[config.mk]
export PLATFORM = sky130hd
export DESIGN_NAME = arpeggiator_note_sequencer_top
export DESIGN_NICKNAME = d
export VERILOG_FILES = /design/src/sv/arp_pkg.sv /design/src/sv/arp_cfg.sv /design/src/sv/arp_list.sv /design/src/sv/arp_mod.sv /design/src/sv/arpeggiator_note_sequencer_top.sv
export SDC_FILE = /design/constraint.sdc
export NUM_CORES = 1
export LEC_CHECK = 0
export BUFFER_PORTS_ARGS = -buffer_cell sky130_fd_sc_hd__buf_2
export CAP_MARGIN = 20
export CORE_UTILIZATION = 51
export CTS_CLUSTER_DIAMETER = 100
export DETAILED_ROUTE_END_ITERATION = 6
export PLACE_DENSITY = 0.79
export SLEW_MARGIN = 20
export SYNTH_ARGS = -nofsm -noshare
export SYNTH_HDL_FRONTEND = slang
export SYNTH_HIERARCHICAL = 1
export SYNTH_SLANG_ARGS = --single-unit
[constraint.sdc]
create_clock -name clk -period 5.2 [get_ports clk]
set_input_delay 0.52 -clock clk [delete_from_list [all_inputs] [get_ports clk]]
set_output_delay 0.52 -clock clk [all_outputs]
set_load 0.005 [all_outputs]
[src/sv/arp_pkg.sv]
// ----------------------------------------------------------------------------
// arp_pkg: shared types and constants of the arpeggiator note sequencer
// Command codes, register indexes, list sizes and the control structs
// passed between the sequencer, the held-note list and the config block.
// ----------------------------------------------------------------------------
`default_nettype none

package arp_pkg;

	localparam int MAX_HELD  = 12;
	localparam int PAD_COUNT = 12;

	localparam int PAD_W   = 4;
	localparam int COUNT_W = 4;
	localparam int STEP_W  = 32;
	localparam int IVAL_W  = 32;
	localparam int CD_W    = 34;

	localparam logic [1:0] CMD_TICK   = 2'd0;
	localparam logic [1:0] CMD_UPDATE = 2'd1;
	localparam logic [1:0] CMD_CLEAR  = 2'd2;

	localparam logic [1:0] ORDER_RANDOM = 2'd2;

	localparam logic REG_ORDER_MODE = 1'b0;
	localparam logic REG_INTERVAL   = 1'b1;

	localparam logic [1:0]  ORDER_MODE_RST = 2'd0;
	localparam logic [31:0] INTERVAL_RST   = 32'd12288000;
	localparam logic [31:0] RANDOM_SEED    = 32'h1234_5678;
	localparam logic [CD_W-1:0] ONE_SAMPLE = CD_W'(256);

	typedef struct packed {
		logic [1:0]        order_mode;
		logic [IVAL_W-1:0] interval;
		logic              mode_wr;
	} cfg_t;

	typedef struct packed {
		logic             press;
		logic             release_pad;
		logic             clear;
		logic [PAD_W-1:0] pad;
	} list_op_t;

endpackage

`default_nettype wire

[src/sv/arp_cfg.sv]
// ----------------------------------------------------------------------------
// arp_cfg: configuration registers
// APB-style register port holding the order mode and the note interval.
// Flags a write of the order mode so the step counter can be cleared.
// ----------------------------------------------------------------------------
`default_nettype none

module arp_cfg
	import arp_pkg::*;
(
	input  wire logic        clk,
	input  wire logic        arst_n,
	input  wire logic        psel,
	input  wire logic        penable,
	input  wire logic        pwrite,
	input  wire logic [2:0]  paddr,
	input  wire logic [31:0] pwdata,
	output logic      [31:0] prdata,
	output logic             pready,
	output cfg_t             cfg
);

	logic [1:0]        order_mode_q;
	logic [IVAL_W-1:0] interval_q;
	logic              wr_en;

	assign wr_en  = psel & penable & pwrite;
	assign pready = 1'b1;

	always_ff @(posedge clk or negedge arst_n) begin
		if (!arst_n) begin
			order_mode_q <= ORDER_MODE_RST;
			interval_q   <= INTERVAL_RST;
		end else if (wr_en) begin
			if (paddr[2] == REG_ORDER_MODE) begin
				order_mode_q <= pwdata[1:0];
			end else begin
				interval_q <= pwdata;
			end
		end
	end

	always_comb begin
		if (paddr[2] == REG_INTERVAL) begin
			prdata = interval_q;
		end else begin
			prdata = {30'd0, order_mode_q};
		end
	end

	assign cfg.order_mode = order_mode_q;
	assign cfg.interval   = interval_q;
	assign cfg.mode_wr    = wr_en & (paddr[2] == REG_ORDER_MODE);

endmodule

`default_nettype wire

[src/sv/arp_list.sv]
// ----------------------------------------------------------------------------
// arp_list: held-note list
// Insertion-ordered list of held pads with a membership mask. Takes one
// press, release or clear per cycle; release closes the gap in one step.
// ----------------------------------------------------------------------------
`default_nettype none

module arp_list
	import arp_pkg::*;
(
	input  wire logic               clk,
	input  wire logic               arst_n,
	input  wire list_op_t           op,
	input  wire logic [PAD_W-1:0]   rd_idx,
	output logic      [PAD_W-1:0]   rd_pad,
	output logic      [COUNT_W-1:0] total
);

	logic [PAD_W-1:0]     entries_q [MAX_HELD];
	logic [COUNT_W-1:0]   total_q;
	logic [PAD_COUNT-1:0] mask_q;
	logic [MAX_HELD-1:0]  hit;
	logic [MAX_HELD-1:0]  from_hit;
	logic                 is_held;
	logic                 has_room;

	assign is_held  = mask_q[op.pad];
	assign has_room = total_q < COUNT_W'(MAX_HELD);

	// locate the released pad and mark it and every entry after it
	always_comb begin
		for (int k = 0; k < MAX_HELD; k++) begin
			hit[k] = (entries_q[k] == op.pad) && (COUNT_W'(k) < total_q);
		end
		from_hit[0] = hit[0];
		for (int k = 1; k < MAX_HELD; k++) begin
			from_hit[k] = from_hit[k-1] | hit[k];
		end
	end

	always_ff @(posedge clk) begin
		if (op.press && !is_held && has_room) begin
			entries_q[total_q] <= op.pad;
		end else if (op.release_pad && is_held) begin
			for (int k = 0; k < MAX_HELD - 1; k++) begin
				if (from_hit[k]) begin
					entries_q[k] <= entries_q[k+1];
				end
			end
		end
	end

	always_ff @(posedge clk or negedge arst_n) begin
		if (!arst_n) begin
			total_q <= '0;
			mask_q  <= '0;
		end else if (op.clear) begin
			total_q <= '0;
			mask_q  <= '0;
		end else if (op.press && !is_held && has_room) begin
			total_q         <= total_q + COUNT_W'(1);
			mask_q[op.pad]  <= 1'b1;
		end else if (op.release_pad && is_held) begin
			total_q         <= total_q - COUNT_W'(1);
			mask_q[op.pad]  <= 1'b0;
		end
	end

	assign rd_pad = entries_q[rd_idx];
	assign total  = total_q;

endmodule

`default_nettype wire

[src/sv/arp_mod.sv]
// ----------------------------------------------------------------------------
// arp_mod: iterative modulo unit
// Restoring division of a 32-bit value by the held count, one quotient
// bit per cycle; only the remainder is kept. Done pulses after 32 steps.
// ----------------------------------------------------------------------------
`default_nettype none

module arp_mod
	import arp_pkg::*;
(
	input  wire logic               clk,
	input  wire logic               arst_n,
	input  wire logic               start,
	input  wire logic [STEP_W-1:0]  dividend,
	input  wire logic [COUNT_W-1:0] divisor,
	output logic                    done,
	output logic      [PAD_W-1:0]   rem
);

	typedef logic [$clog2(STEP_W)-1:0] step_cnt_t;

	logic [STEP_W-1:0]  divd_q;
	logic [COUNT_W-1:0] div_q;
	logic [COUNT_W:0]   rem_q;
	step_cnt_t          cnt_q;
	logic               busy_q;
	logic               done_q;
	logic [COUNT_W:0]   trial;
	logic               fits;

	assign trial = {rem_q[COUNT_W-1:0], divd_q[STEP_W-1]};
	assign fits  = trial >= {1'b0, div_q};

	always_ff @(posedge clk) begin
		if (start) begin
			divd_q <= dividend;
			div_q  <= divisor;
			rem_q  <= '0;
		end else if (busy_q) begin
			divd_q <= {divd_q[STEP_W-2:0], 1'b0};
			rem_q  <= fits ? trial - {1'b0, div_q} : trial;
		end
	end

	always_ff @(posedge clk or negedge arst_n) begin
		if (!arst_n) begin
			busy_q <= 1'b0;
			done_q <= 1'b0;
			cnt_q  <= '0;
		end else begin
			done_q <= 1'b0;
			if (start) begin
				busy_q <= 1'b1;
				cnt_q  <= '0;
			end else if (busy_q) begin
				cnt_q <= cnt_q + step_cnt_t'(1);
				if (cnt_q == step_cnt_t'(STEP_W - 1)) begin
					busy_q <= 1'b0;
					done_q <= 1'b1;
				end
			end
		end
	end

	assign done = done_q;
	assign rem  = rem_q[PAD_W-1:0];

endmodule

`default_nettype wire

[src/sv/arpeggiator_note_sequencer_top.sv]
// ----------------------------------------------------------------------------
// arpeggiator_note_sequencer_top: arpeggiator over 12 pads
// Keeps the held-pad list, counts down the note interval and picks the
// next note in forward or random order.
// ----------------------------------------------------------------------------
// Input channel (in_valid/in_stall) carries one command per transfer: a
// sample tick, a pad-mask update or a clear. Every input transfer yields
// exactly one result transfer on the output channel (out_valid/out_stall)
// with fired, note and the held count after the item.
// A pad update walks the pads one per cycle, a tick that fires waits for
// the 32-step modulo unit, and other items go straight to the result.
// The block takes one item at a time; in_stall is high while an item is
// at work and drops as the result is loaded into the output register.
// A new item is taken while the previous result waits; if the receiver
// still stalls when the next result is ready, the sequencer holds it and
// keeps in_stall high.
// Reset empties the list, zeroes the step counter and countdown, seeds the
// random generator and loads the register defaults. Configure only while
// idle; a write to the order mode also zeroes the step counter.
// ----------------------------------------------------------------------------
`default_nettype none

module arpeggiator_note_sequencer_top
	import arp_pkg::*;
(
	input  wire logic         clk,
	input  wire logic         arst_n,
	input  wire logic         psel,
	input  wire logic         penable,
	input  wire logic         pwrite,
	input  wire logic [2:0]   paddr,
	input  wire logic [31:0]  pwdata,
	output logic      [31:0]  prdata,
	output logic              pready,
	input  wire logic         in_valid,
	output logic              in_stall,
	input  wire logic [1:0]   command,
	input  wire logic [11:0]  pads_now,
	input  wire logic [11:0]  pads_before,
	output logic              out_valid,
	input  wire logic         out_stall,
	output logic              fired,
	output logic      [3:0]   note,
	output logic      [3:0]   held_count
);

	localparam logic [1:0] ST_IDLE = 2'd0;
	localparam logic [1:0] ST_UPD  = 2'd1;
	localparam logic [1:0] ST_DIV  = 2'd2;
	localparam logic [1:0] ST_DONE = 2'd3;

	cfg_t                 cfg;
	list_op_t             op;
	logic [1:0]           state_q;
	logic [PAD_W-1:0]     pad_idx_q;
	logic [PAD_COUNT-1:0] now_q;
	logic [PAD_COUNT-1:0] changed_q;
	logic                 fired_q;
	logic [PAD_W-1:0]     note_q;
	logic [STEP_W-1:0]    step_q;
	logic [31:0]          rand_q;
	logic [CD_W-1:0]      countdown_q;
	logic                 out_valid_q;
	logic                 out_fired_q;
	logic [PAD_W-1:0]     out_note_q;
	logic [COUNT_W-1:0]   out_count_q;

	logic                 accept;
	logic                 is_tick;
	logic                 random_mode;
	logic [31:0]          rand_next;
	logic [CD_W:0]        cd_ext;
	logic [CD_W-1:0]      cd_sub;
	logic                 cd_fire;
	logic                 mod_start;
	logic [STEP_W-1:0]    mod_dividend;
	logic                 mod_done;
	logic [PAD_W-1:0]     mod_rem;
	logic [PAD_W-1:0]     list_pad;
	logic [COUNT_W-1:0]   list_total;
	logic                 out_free;
	logic                 out_load;

	function automatic logic [31:0] xorshift(input logic [31:0] s);
		logic [31:0] x;
		x = s;
		x = x ^ (x << 13);
		x = x ^ (x >> 17);
		x = x ^ (x << 5);
		return x;
	endfunction

	arp_cfg u_cfg (
		.clk    (clk),
		.arst_n (arst_n),
		.psel   (psel),
		.penable(penable),
		.pwrite (pwrite),
		.paddr  (paddr),
		.pwdata (pwdata),
		.prdata (prdata),
		.pready (pready),
		.cfg    (cfg)
	);

	arp_list u_list (
		.clk    (clk),
		.arst_n (arst_n),
		.op     (op),
		.rd_idx (mod_rem),
		.rd_pad (list_pad),
		.total  (list_total)
	);

	arp_mod u_mod (
		.clk      (clk),
		.arst_n   (arst_n),
		.start    (mod_start),
		.dividend (mod_dividend),
		.divisor  (list_total),
		.done     (mod_done),
		.rem      (mod_rem)
	);

	assign in_stall    = (state_q != ST_IDLE);
	assign accept      = in_valid & ~in_stall;
	assign is_tick     = (command == CMD_TICK) && (list_total != '0);
	assign random_mode = (cfg.order_mode == ORDER_RANDOM);
	assign rand_next   = xorshift(rand_q);
	assign out_free    = ~out_valid_q | ~out_stall;
	assign out_load    = (state_q == ST_DONE) & out_free;

	// one-sample decrement, saturating at the most negative countdown
	assign cd_ext  = {countdown_q[CD_W-1], countdown_q} - {1'b0, ONE_SAMPLE};
	assign cd_sub  = (cd_ext[CD_W] != cd_ext[CD_W-1]) ? {1'b1, {(CD_W-1){1'b0}}}
	                                                  : cd_ext[CD_W-1:0];
	assign cd_fire = cd_sub[CD_W-1] | (cd_sub == '0);

	assign mod_start    = accept & is_tick & cd_fire;
	assign mod_dividend = random_mode ? rand_next : step_q;

	always_comb begin
		op.press       = 1'b0;
		op.release_pad = 1'b0;
		op.clear       = accept && (command == CMD_CLEAR);
		op.pad         = pad_idx_q;
		if (state_q == ST_UPD && changed_q[pad_idx_q]) begin
			op.press       = now_q[pad_idx_q];
			op.release_pad = ~now_q[pad_idx_q];
		end
	end

	always_ff @(posedge clk) begin
		if (accept) begin
			now_q     <= pads_now;
			changed_q <= pads_now ^ pads_before;
			fired_q   <= 1'b0;
			note_q    <= '0;
		end else if (state_q == ST_DIV && mod_done) begin
			fired_q <= 1'b1;
			note_q  <= list_pad;
		end
		if (out_load) begin
			out_fired_q <= fired_q;
			out_note_q  <= note_q;
			out_count_q <= list_total;
		end
	end

	// step counter: zero on a mode write or a clear, advance on a forward note
	always_ff @(posedge clk or negedge arst_n) begin
		if (!arst_n) begin
			step_q <= '0;
		end else if (cfg.mode_wr || op.clear) begin
			step_q <= '0;
		end else if (mod_start && !random_mode) begin
			step_q <= step_q + STEP_W'(1);
		end
	end

	always_ff @(posedge clk or negedge arst_n) begin
		if (!arst_n) begin
			out_valid_q <= 1'b0;
		end else if (out_load) begin
			out_valid_q <= 1'b1;
		end else if (!out_stall) begin
			out_valid_q <= 1'b0;
		end
	end

	always_ff @(posedge clk or negedge arst_n) begin
		if (!arst_n) begin
			state_q     <= ST_IDLE;
			pad_idx_q   <= '0;
			rand_q      <= RANDOM_SEED;
			countdown_q <= '0;
		end else begin
			case (state_q)
				ST_IDLE: begin
					if (accept) begin
						pad_idx_q <= '0;
						if (command == CMD_UPDATE) begin
							state_q <= ST_UPD;
						end else if (command == CMD_CLEAR) begin
							state_q <= ST_DONE;
						end else if (is_tick) begin
							countdown_q <= cd_sub;
							if (cd_fire) begin
								if (random_mode) begin
									rand_q <= rand_next;
								end
								state_q <= ST_DIV;
							end else begin
								state_q <= ST_DONE;
							end
						end else begin
							state_q <= ST_DONE;
						end
					end
				end
				ST_UPD: begin
					pad_idx_q <= pad_idx_q + PAD_W'(1);
					if (pad_idx_q == PAD_W'(PAD_COUNT - 1)) begin
						state_q <= ST_DONE;
					end
				end
				ST_DIV: begin
					if (mod_done) begin
						countdown_q <= countdown_q + {{(CD_W-IVAL_W){1'b0}}, cfg.interval};
						state_q     <= ST_DONE;
					end
				end
				ST_DONE: begin
					// hold the result until the output register is free
					if (out_free) begin
						state_q <= ST_IDLE;
					end
				end
				default: begin
					state_q <= ST_IDLE;
				end
			endcase
		end
	end

	assign out_valid  = out_valid_q;
	assign fired      = out_fired_q;
	assign note       = out_note_q;
	assign held_count = out_count_q;

endmodule

`default_nettype wire
Word-level counts from Yosys, hierarchy flattened
Memory sizes are Yosys's and may differ from the RTL's. A register that Yosys moved wholly into a read port is not among the register bits.
Index checks and enable logic that the tools add are counted.
{"block": "totals", "ff_bits": 236, "mem_bits_rw": 48, "elab_cells": 246, "memories": 1, "input_bits": 68}
{"memory": "u_list.entries_q", "depth": 12, "word_bits": 4, "rd": 13, "rd_ports_with_merged_regs": 1, "wr": 11, "line_no": "arp_list.sv:19", "source": "logic [PAD_W-1:0] entries_q [MAX_HELD];"}
{"block": "op_classes", "n_addsub": 8, "n_eq_ne": 28, "n_lt_le_gt_ge": 15, "n_reduce_logical": 40, "n_mux": 99, "n_bitwise": 33}
{"op": "$mux W34", "n": 6}
{"op": "$mux W32", "n": 6}
{"op": "$pmux W34 S2", "n": 1}
{"op": "$xor A32 B32 Y32", "n": 2}
{"op": "$mux W1", "n": 60}
{"op": "$eq A4 B4 Y1", "n": 11}
{"op": "$mux W12", "n": 3}
{"op": "$sub A34 B10 Y35 const B", "n": 1}
{"op": "$add A34 B32 Y34", "n": 1}
{"op": "$logic_not A34 Y1", "n": 1}
{"op": "$add A32 B1 Y32 const B", "n": 1}
{"op": "$xor A32 B15 Y32", "n": 1}
{"op": "$mux W4", "n": 7}
{"op": "$logic_and A1 B1 Y1", "n": 20}
{"op": "$lt A3 B4 Y1 const A", "n": 4}
{"op": "$mux W2", "n": 8}
{"op": "$and A12 B12 Y12", "n": 1}
{"op": "$bmux W1 S4", "n": 3}
{"op": "$lt A4 B4 Y1 const A", "n": 3}
{"op": "$not A12 Y12", "n": 1}
{"op": "$or A1 B1 Y1", "n": 12}
{"op": "$or A12 B12 Y12", "n": 1}
{"op": "$xor A12 B12 Y12", "n": 1}
{"op": "$mux W5", "n": 2}
{"op": "other kinds (33)", "n": 66}

Logic depth before layout (Yosys ltp)
Gate-level depths: netlist of run 1.
An unclocked memory read counts as a cell.
{"block": "depth", "ltp_word": 17, "ltp_mapped": 16, "depth_no_buf": 14}

Modules after synthesis
The synthesis of run 1 kept the hierarchy.
{"module": "arpeggiator_note_sequencer_top", "area_per_inst_um2": 10085.9, "cells_each": 1126, "instances": 1}
{"module": "arp_list", "area_per_inst_um2": 4909.7, "cells_each": 399, "instances": 1}
{"module": "arp_mod", "area_per_inst_um2": 2169.6, "cells_each": 151, "instances": 1}
{"module": "arp_cfg", "area_per_inst_um2": 1655.3, "cells_each": 111, "instances": 1}

Worst setup path after synthesis of run 1
No wires, ideal clock.
{"block": "synth_timing", "path_kind": "flip-flop to flip-flop", "start": "register countdown_q[8]", "end": "register u_mod.divd_q[0] (enable)", "setup_slack_ns": 0.532, "required_ns": 4.811, "stages_incl_launch_ff": 16, "t_arrival_ns": 4.279, "setup_ns": 0.389, "cell_sequence": "dfrtp_1 inv_1 ha_1 or4b_1 or4_4 buf_6 nor3_1 a21oi_1 ha_1 a21oi_1 nor3_1 a21boi_1 nor2_1 clkbuf_1 inv_1 nand2_1"}
{"block": "synth_between", "elab_chain_len": 7}
{"element": "from (decl)", "line_no": "arpeggiator_note_sequencer_top.sv:62", "source": "logic [CD_W-1:0] countdown_q;"}
{"element": "from (signal assigned)", "line_no": "arpeggiator_note_sequencer_top.sv:207", "source": "countdown_q <= cd_sub;"}
{"element": "from (signal assigned)", "line_no": "arpeggiator_note_sequencer_top.sv:229", "source": "countdown_q <= countdown_q + {{(CD_W-IVAL_W){1'b0}}, cfg.interval};"}
{"element": "$sub A34 B10 Y35 *", "line_no": "arpeggiator_note_sequencer_top.sv:134", "source": "assign cd_ext = {countdown_q[CD_W-1], countdown_q} - {1'b0, ONE_SAMPLE};"}
{"element": "$ne A1 B1 Y1", "line_no": "arpeggiator_note_sequencer_top.sv:135", "source": "assign cd_sub = (cd_ext[CD_W] != cd_ext[CD_W-1]) ? {1'b1, {(CD_W-1){1'b0}}}"}
{"element": "$mux W34 *", "line_no": "arpeggiator_note_sequencer_top.sv:135"}
{"element": "$logic_not A34 Y1", "line_no": "arpeggiator_note_sequencer_top.sv:137", "source": "assign cd_fire = cd_sub[CD_W-1] | (cd_sub == '0);"}
{"element": "$or A1 B1 Y1 *", "line_no": "arpeggiator_note_sequencer_top.sv:137"}
{"element": "$and A1 B1 Y1 *", "line_no": "arpeggiator_note_sequencer_top.sv:139", "source": "assign mod_start = accept & is_tick & cd_fire;"}
{"element": "named net mod_start", "line_no": "arpeggiator_note_sequencer_top.sv:75", "source": "logic mod_start;"}
{"element": "$reduce_bool A2 Y1 (no line) *"}
{"element": "to (signal assigned)", "line_no": "arp_mod.sv:36", "source": "divd_q <= dividend;"}
{"element": "to (signal assigned)", "line_no": "arp_mod.sv:40", "source": "divd_q <= {divd_q[STEP_W-2:0], 1'b0};"}
{"element": "to (decl)", "line_no": "arp_mod.sv:22", "source": "logic [STEP_W-1:0] divd_q;"}
The timed path passes the listed nets; every way through them passes the cells marked *.
A chain may end at the register's enable or synchronous reset.

Worst setup path after layout of run 1
{"block": "layout_timing", "start": "register countdown_q[8]", "end": "register u_mod.divd_q[10] (data pin)"}
{"block": "layout_between", "elab_chain_len": 7}
{"element": "$sub A34 B10 Y35 *", "line_no": "arpeggiator_note_sequencer_top.sv:134"}
{"element": "$ne A1 B1 Y1", "line_no": "arpeggiator_note_sequencer_top.sv:135"}
{"element": "$mux W34 *", "line_no": "arpeggiator_note_sequencer_top.sv:135"}
{"element": "$logic_not A34 Y1", "line_no": "arpeggiator_note_sequencer_top.sv:137"}
{"element": "$or A1 B1 Y1 *", "line_no": "arpeggiator_note_sequencer_top.sv:137"}
{"element": "$and A1 B1 Y1 *", "line_no": "arpeggiator_note_sequencer_top.sv:139"}
{"element": "named net mod_start", "line_no": "arpeggiator_note_sequencer_top.sv:75"}
{"element": "$mux W32 *", "line_no": "arp_mod.sv:35", "source": "if (start) begin"}
Marked as above.

==> run metrics, run 1 <==
Synth area leader=edfxtp_1; number of flops mapped to enable cells by yosys=133; average size of a mapped cell=10.5 um^2; All-Layer GR Usage=0.238; port bufs=108; Primary FF master, synth=dfrtp_1; Max-slew headroom=0.339; sequential share of the synthesized area=0.439; die height=194 um; antenna viol nets, final=0; Unique masters post-synth=89; first drt pass iteration count=7; antenna violations before repair=2; RSZ-0062 raised after global routing=false; peak supply drop=0.000259 V; DP Wirelength=31.1 mm; Final Setup Violations=0; Worst-path clk slew=0.06 ns; Setup Buffers After CTS=0; Crit. End Element=flop; period utilization=0.927; Inserted Clock Buffers=36; worst hold margin=0.0459 ns; Nets=1992; synth top area cells=edfxtp_1, dfrtp_1, xnor2_1; # resized after CTS=0; clock buffer depth=3; clock sink count=304; width of the die=194 um; worst path required time=5.45 ns; setup TNS=0 ns; XOR/XNOR Fraction of Synth Area=0.112; vias post-DR=14.3k; first-pass GRT wire length=73.7 mm; multiplexer area fraction after synthesis=0.109; Yosys Warn Count=6; # hold bufs at CTS=0; Crit-path slowest cell=or4b_1; DRT iter0 DRCs=1106; top-count cell post-synth=nor2_1; via/cell ratio=6.05; worst-path fanout max=35; CORE AREA=35900 um^2; leak pwr=8.52 nW; Worst-Skew Late Latency=0.52 ns; Die Area=37700 um^2; I/O Pins=112; root buffer cell=clkbuf_16; CP bufs+invs=2; Overflow after GRT=0; fraction of layout cells with a size suffix above 1=0.195; Hold WC Path Type=in2async; fraction of registers with async set or reset after synthesis=0.533; Arrival @ worst endpoint=5.07 ns; Crit Path Class=reg2reg; Routed WL=44.6 mm; Synth top cells by count=nor2_1, dfrtp_1, edfxtp_1; Max stage delay on crit path=0.54 ns; Synth top area share=0.212; post-synthesis compound-gate area fraction=0.121; critical path launch point type=flop; Final Hold Fails=0; routability-driven placement congestion ratio=0.945; # H-tree levels=2; CTS tree=built; Pins Over Slew Limit=0; #FFs+latches synth=304; number of global-route vias before repair=14.2k; main combinational cell family by area after synthesis=simple AND/OR/NAND/NOR gates; Top delay family on crit path=simple AND/OR/NAND/NOR gates; num rows=69; placed insts=2293; Post-Syn Instances=1787; Synth Area in Simple Gates=0.147; FMAX=207 MHz; status=completed; DRC=0; CP Cell Sequence=inv_1, ha_1, or4b_1, or4_4, nor3_1, a21oi_1, ha_1, a21oi_1, nor3_1, a21boi_1, nor2_4, buf_12, mux2_2; Tmin final=4.82 ns; largest net degree at the start of global routing=83; Initial Util=0.524; maxcap violations=0; Final Non-Filler Cells=2359; Layout area overhead=11.0%; power density cells=506 nW/um^2; Max Clock Skew=0.0331 ns; Synth Cell Area=18800 um^2; Slew @ Worst Pin=0.979 ns; Synth Area in Adders=0.0367; wire per inst=18.9 um
## registers in the layout, indices dropped and copies added, names as in the netlist, 5 cells and up
register and cells:
changed_q 12, u_mod/cnt_q 5, u_mod/divd_q 32, u_cfg/interval_q 32, step_q 32, u_list/entries_q 64
u_list/mask_q 12, countdown_q 34, rand_q 32, now_q 12
## cell families after synthesis
logic type / count (synthesis)
other: 2
xor gates and xnor gates: 241
muxes: 147
buffers and inverters: 146
DFF: 304
adders and majority gates: 54
AOI/OAI and AO/OA: 352
and+or+nand+nor: 541
## path summary, 6_finish.rpt
check	from	endpoint	slack, ns	depth (start not counted)
max	countdown_q[8]	u_mod/divd_q[10]	0.38	13
min	arst_n	u_cfg/interval_q[13]	0.05	1
max reg2reg	countdown_q[8]	u_mod/divd_q[10]	0.38	13
min reg2reg	note_q[3]	note[3]	0.43	0
max in group asynchronous	arst_n	rand_q[20]	4.02	2
min in group clk	pads_now[4]	now_q[4]	0.20	1
## per-stage QoR
stage / instance area, um^2 / power (mW) / worst slack [ns] / util
CTS: 20900 / 10.6 / 0.479 / 0.582
detailed placement: 19700 / 7.97 / 0.470 / 0.549
global route: 20900 / 11.2 / 0.110 / 0.582
global placement: 19700 / 7.81 / 0.624 / 0.549
floorplan: 18900 / 6.88 / 0.532 / -
finish: 20900 / 10.6 / 0.380 / 0.582
## metal layers
metal	GRT usage	wire length (um)	up-vias
li1	-	-	6629
met1	0.314	19100	7042
met2	0.403	21800	505
met3	0.0318	2580	92
met4	0.0797	1180	0
met5	0	0	-
## final cells by class
cell class / instances / area, um^2
Inverter: 48 / 180
Sequential cell: 304 / 8250
Fill cell: 2934 / 15000
Multi-Input combinational cell: 1352 / 9970
Clock inverter: 13 / 148
Timing Repair Buffer: 128 / 722
Tap cell: 461 / 577
Clock buffer: 51 / 1040
Antenna cell: 2 / 5.00
## power by group
group	leakage (nW)	total (mW)	switching, mW	internal [mW]
logic	4.52	4.25	2.41	1.85
registers	3.40	3.78	0.578	3.21
clock network	0.591	2.53	0.992	1.54
## placed cells by master, fill, tap and decap left out, types with 9 or more instances in the layout
cell,count
a21o_1,11
dfxtp_1,9
xor2_1,116
nand4_1,17
ha_1,52
and2_1,37
buf_4,18
a31oi_1,10
mux2_4,32
nor2b_1,17
o21bai_1,10
nor2_1,145
mux2_2,62
o21a_1,9
or3_1,14
dfrtp_1,142
a211oi_1,11
buf_2,107
a21oi_1,88
clkbuf_16,37
mux2i_1,19
dfstp_2,20
o211ai_1,10
nand2_1,115
and3_1,14
mux4_2,26
xnor2_1,125
nand3_1,39
nor4_1,23
or2_2,14
o21ai_0,112
edfxtp_1,133
inv_1,48
nor3_1,48
conb_1,17
Power figures use the tool's default switching activity.
==> run 2: changes to the inputs <==
--- a/config.mk
+++ b/config.mk
@@ -8,6 +8,7 @@
 export BUFFER_PORTS_ARGS = -buffer_cell sky130_fd_sc_hd__buf_2
 export CAP_MARGIN = 20
 export CORE_UTILIZATION = 51
+export CTS_BUF_LIST = sky130_fd_sc_hd__clkbuf_16
 export CTS_CLUSTER_DIAMETER = 100
 export DETAILED_ROUTE_END_ITERATION = 6
 export PLACE_DENSITY = 0.79
==> run metrics, run 2 (synthesis gave the netlist of run 1 again) <==
status=completed; fraction of layout cells with a size suffix above 1=0.192; largest net degree at the start of global routing=83; Setup Buffers After CTS=0; clock buffer depth=3; commonest non-fill, non-tap cell in the layout=nor2_1; busiest layer in global routing=met2; Tmin final=4.82 ns; CTS tree=built; clock sink count=304; root buffer cell=clkbuf_16; Max-slew headroom=0.318; Initial Util=0.524; maxcap violations=0; Routed WL=44.5 mm; critical path launch point type=flop; DP Wirelength=31.1 mm; Final Setup Violations=0; Crit. End Element=flop; Max stage delay on crit path=0.54 ns; grt met2 use=0.402; via/cell ratio=6.08; width of the die=194 um; Worst-Skew Late Latency=0.52 ns; Inserted Clock Buffers=36; port bufs=108; antenna violations before repair=2; antenna viol nets, final=0; Top reg by flops=u_list/entries_q; CP Cell Sequence=inv_1, ha_1, or4b_1, or4_4, nor3_1, a21oi_1, ha_1, a21oi_1, nor3_1, a21boi_1, nor2_4, buf_12, mux2_2; worst hold margin=0.0487 ns; Crit Path Class=reg2reg; worst path required time=5.45 ns; # hold bufs at CTS=0; worst-path fanout max=35; routability-driven placement congestion ratio=0.945; power density cells=502 nW/um^2; DRC=0; Slew @ Worst Pin=1.01 ns; # resized after CTS=0; Overflow after GRT=0; fill count=2942; first-pass GRT wire length=73.6 mm; Pins Over Slew Limit=0; All-Layer GR Usage=0.238; Nets=1992; Final Hold Fails=0; Hold WC Path Type=in2async; num rows=69; Crit-path slowest cell=or4b_1; Top delay family on crit path=simple AND/OR/NAND/NOR gates; peak supply drop=0.000257 V; Final Power=10.5 mW; leak pwr=8.52 nW; met1 Use GR=0.315; wire per inst=18.9 um; max reg flops=64; Die Area=37700 um^2; die height=194 um; Layout area overhead=10.7%; period utilization=0.927; CP bufs+invs=2; met3 Use GR=0.0315; number of global-route vias before repair=14.2k; RSZ-0062 raised after global routing=false; CORE AREA=35900 um^2; # H-tree levels=2; Top Registers=u_list/entries_q x64, countdown_q x34; Arrival @ worst endpoint=5.07 ns; Worst-path clk slew=0.06 ns; commonest non-fill, non-tap cells in the layout=nor2_1, dfrtp_1, edfxtp_1, xnor2_1, xor2_1; I/O Pins=112; vias post-DR=14.3k; Max Clock Skew=0.0293 ns; setup TNS=0 ns; first drt pass iteration count=7; DRT iter0 DRCs=1196; FMAX=207 MHz
run 2: path summary, 6_finish.rpt:
check,startpoint,end,slack (ns),cells after the start
max in group asynchronous,arst_n,rand_q[20],4.02,2
setup reg to reg,countdown_q[8],u_mod/divd_q[5],0.38,13
setup / recovery,countdown_q[8],u_mod/divd_q[5],0.38,13
hold reg to reg,note_q[3],note[3],0.43,0
hold / removal,arst_n,u_cfg/interval_q[13],0.05,1
min in group clk,pads_now[4],now_q[4],0.20,1
run 2: worst register-to-register path: stages, from the launching register on:
cell,delay [ns]
dfrtp_1,0.47
inv_1,0.12
ha_1,0.30
or4b_1,0.54
or4_4,0.53
nor3_1,0.48
a21oi_1,0.16
ha_1,0.44
a21oi_1,0.11
nor3_1,0.20
a21boi_1,0.17
nor2_4,0.41
buf_12,0.27
mux2_2,0.38
run 2: area by class of cell:
class | count | area [um^2] | share of cell area
clock inverter | 27 | 200 | 0.00961
tap | 461 | 577 | 0.0277
multi-input combinational | 1352 | 9970 | 0.479
timing repair buffer | 128 | 722 | 0.0347
antenna | 2 | 5.00 | 0.000240
clock buffer | 37 | 926 | 0.0444
inverter | 48 | 180 | 0.00865
sequential | 304 | 8250 | 0.396
run 2: per-stage QoR:
stage / util / setup slack, ns / std cells / area [um^2]
global placement: 0.549 / 0.624 / 2293 / 19700
CTS: 0.580 / 0.479 / 2357 / 20800
detailed placement: 0.549 / 0.470 / 2293 / 19700
floorplan: - / 0.532 / 1802 / 18900
finish: 0.580 / 0.379 / 2359 / 20800
global route: 0.580 / 0.111 / 2359 / 20800
run 2: power breakdown:
group	leakage (nW)	switching, mW	internal [mW]
Sequential	3.40	0.577	3.21
Clock	0.593	0.982	1.44
Combinational	4.52	2.41	1.85
Total	8.52	3.97	6.49
run 2: per-layer routing:
metal  routed length [um]  vias up
met2                21800      531
li1                     -     6630
met3                 2710       83
met1                18900     7089
met5                    0        -
met4                 1110        0
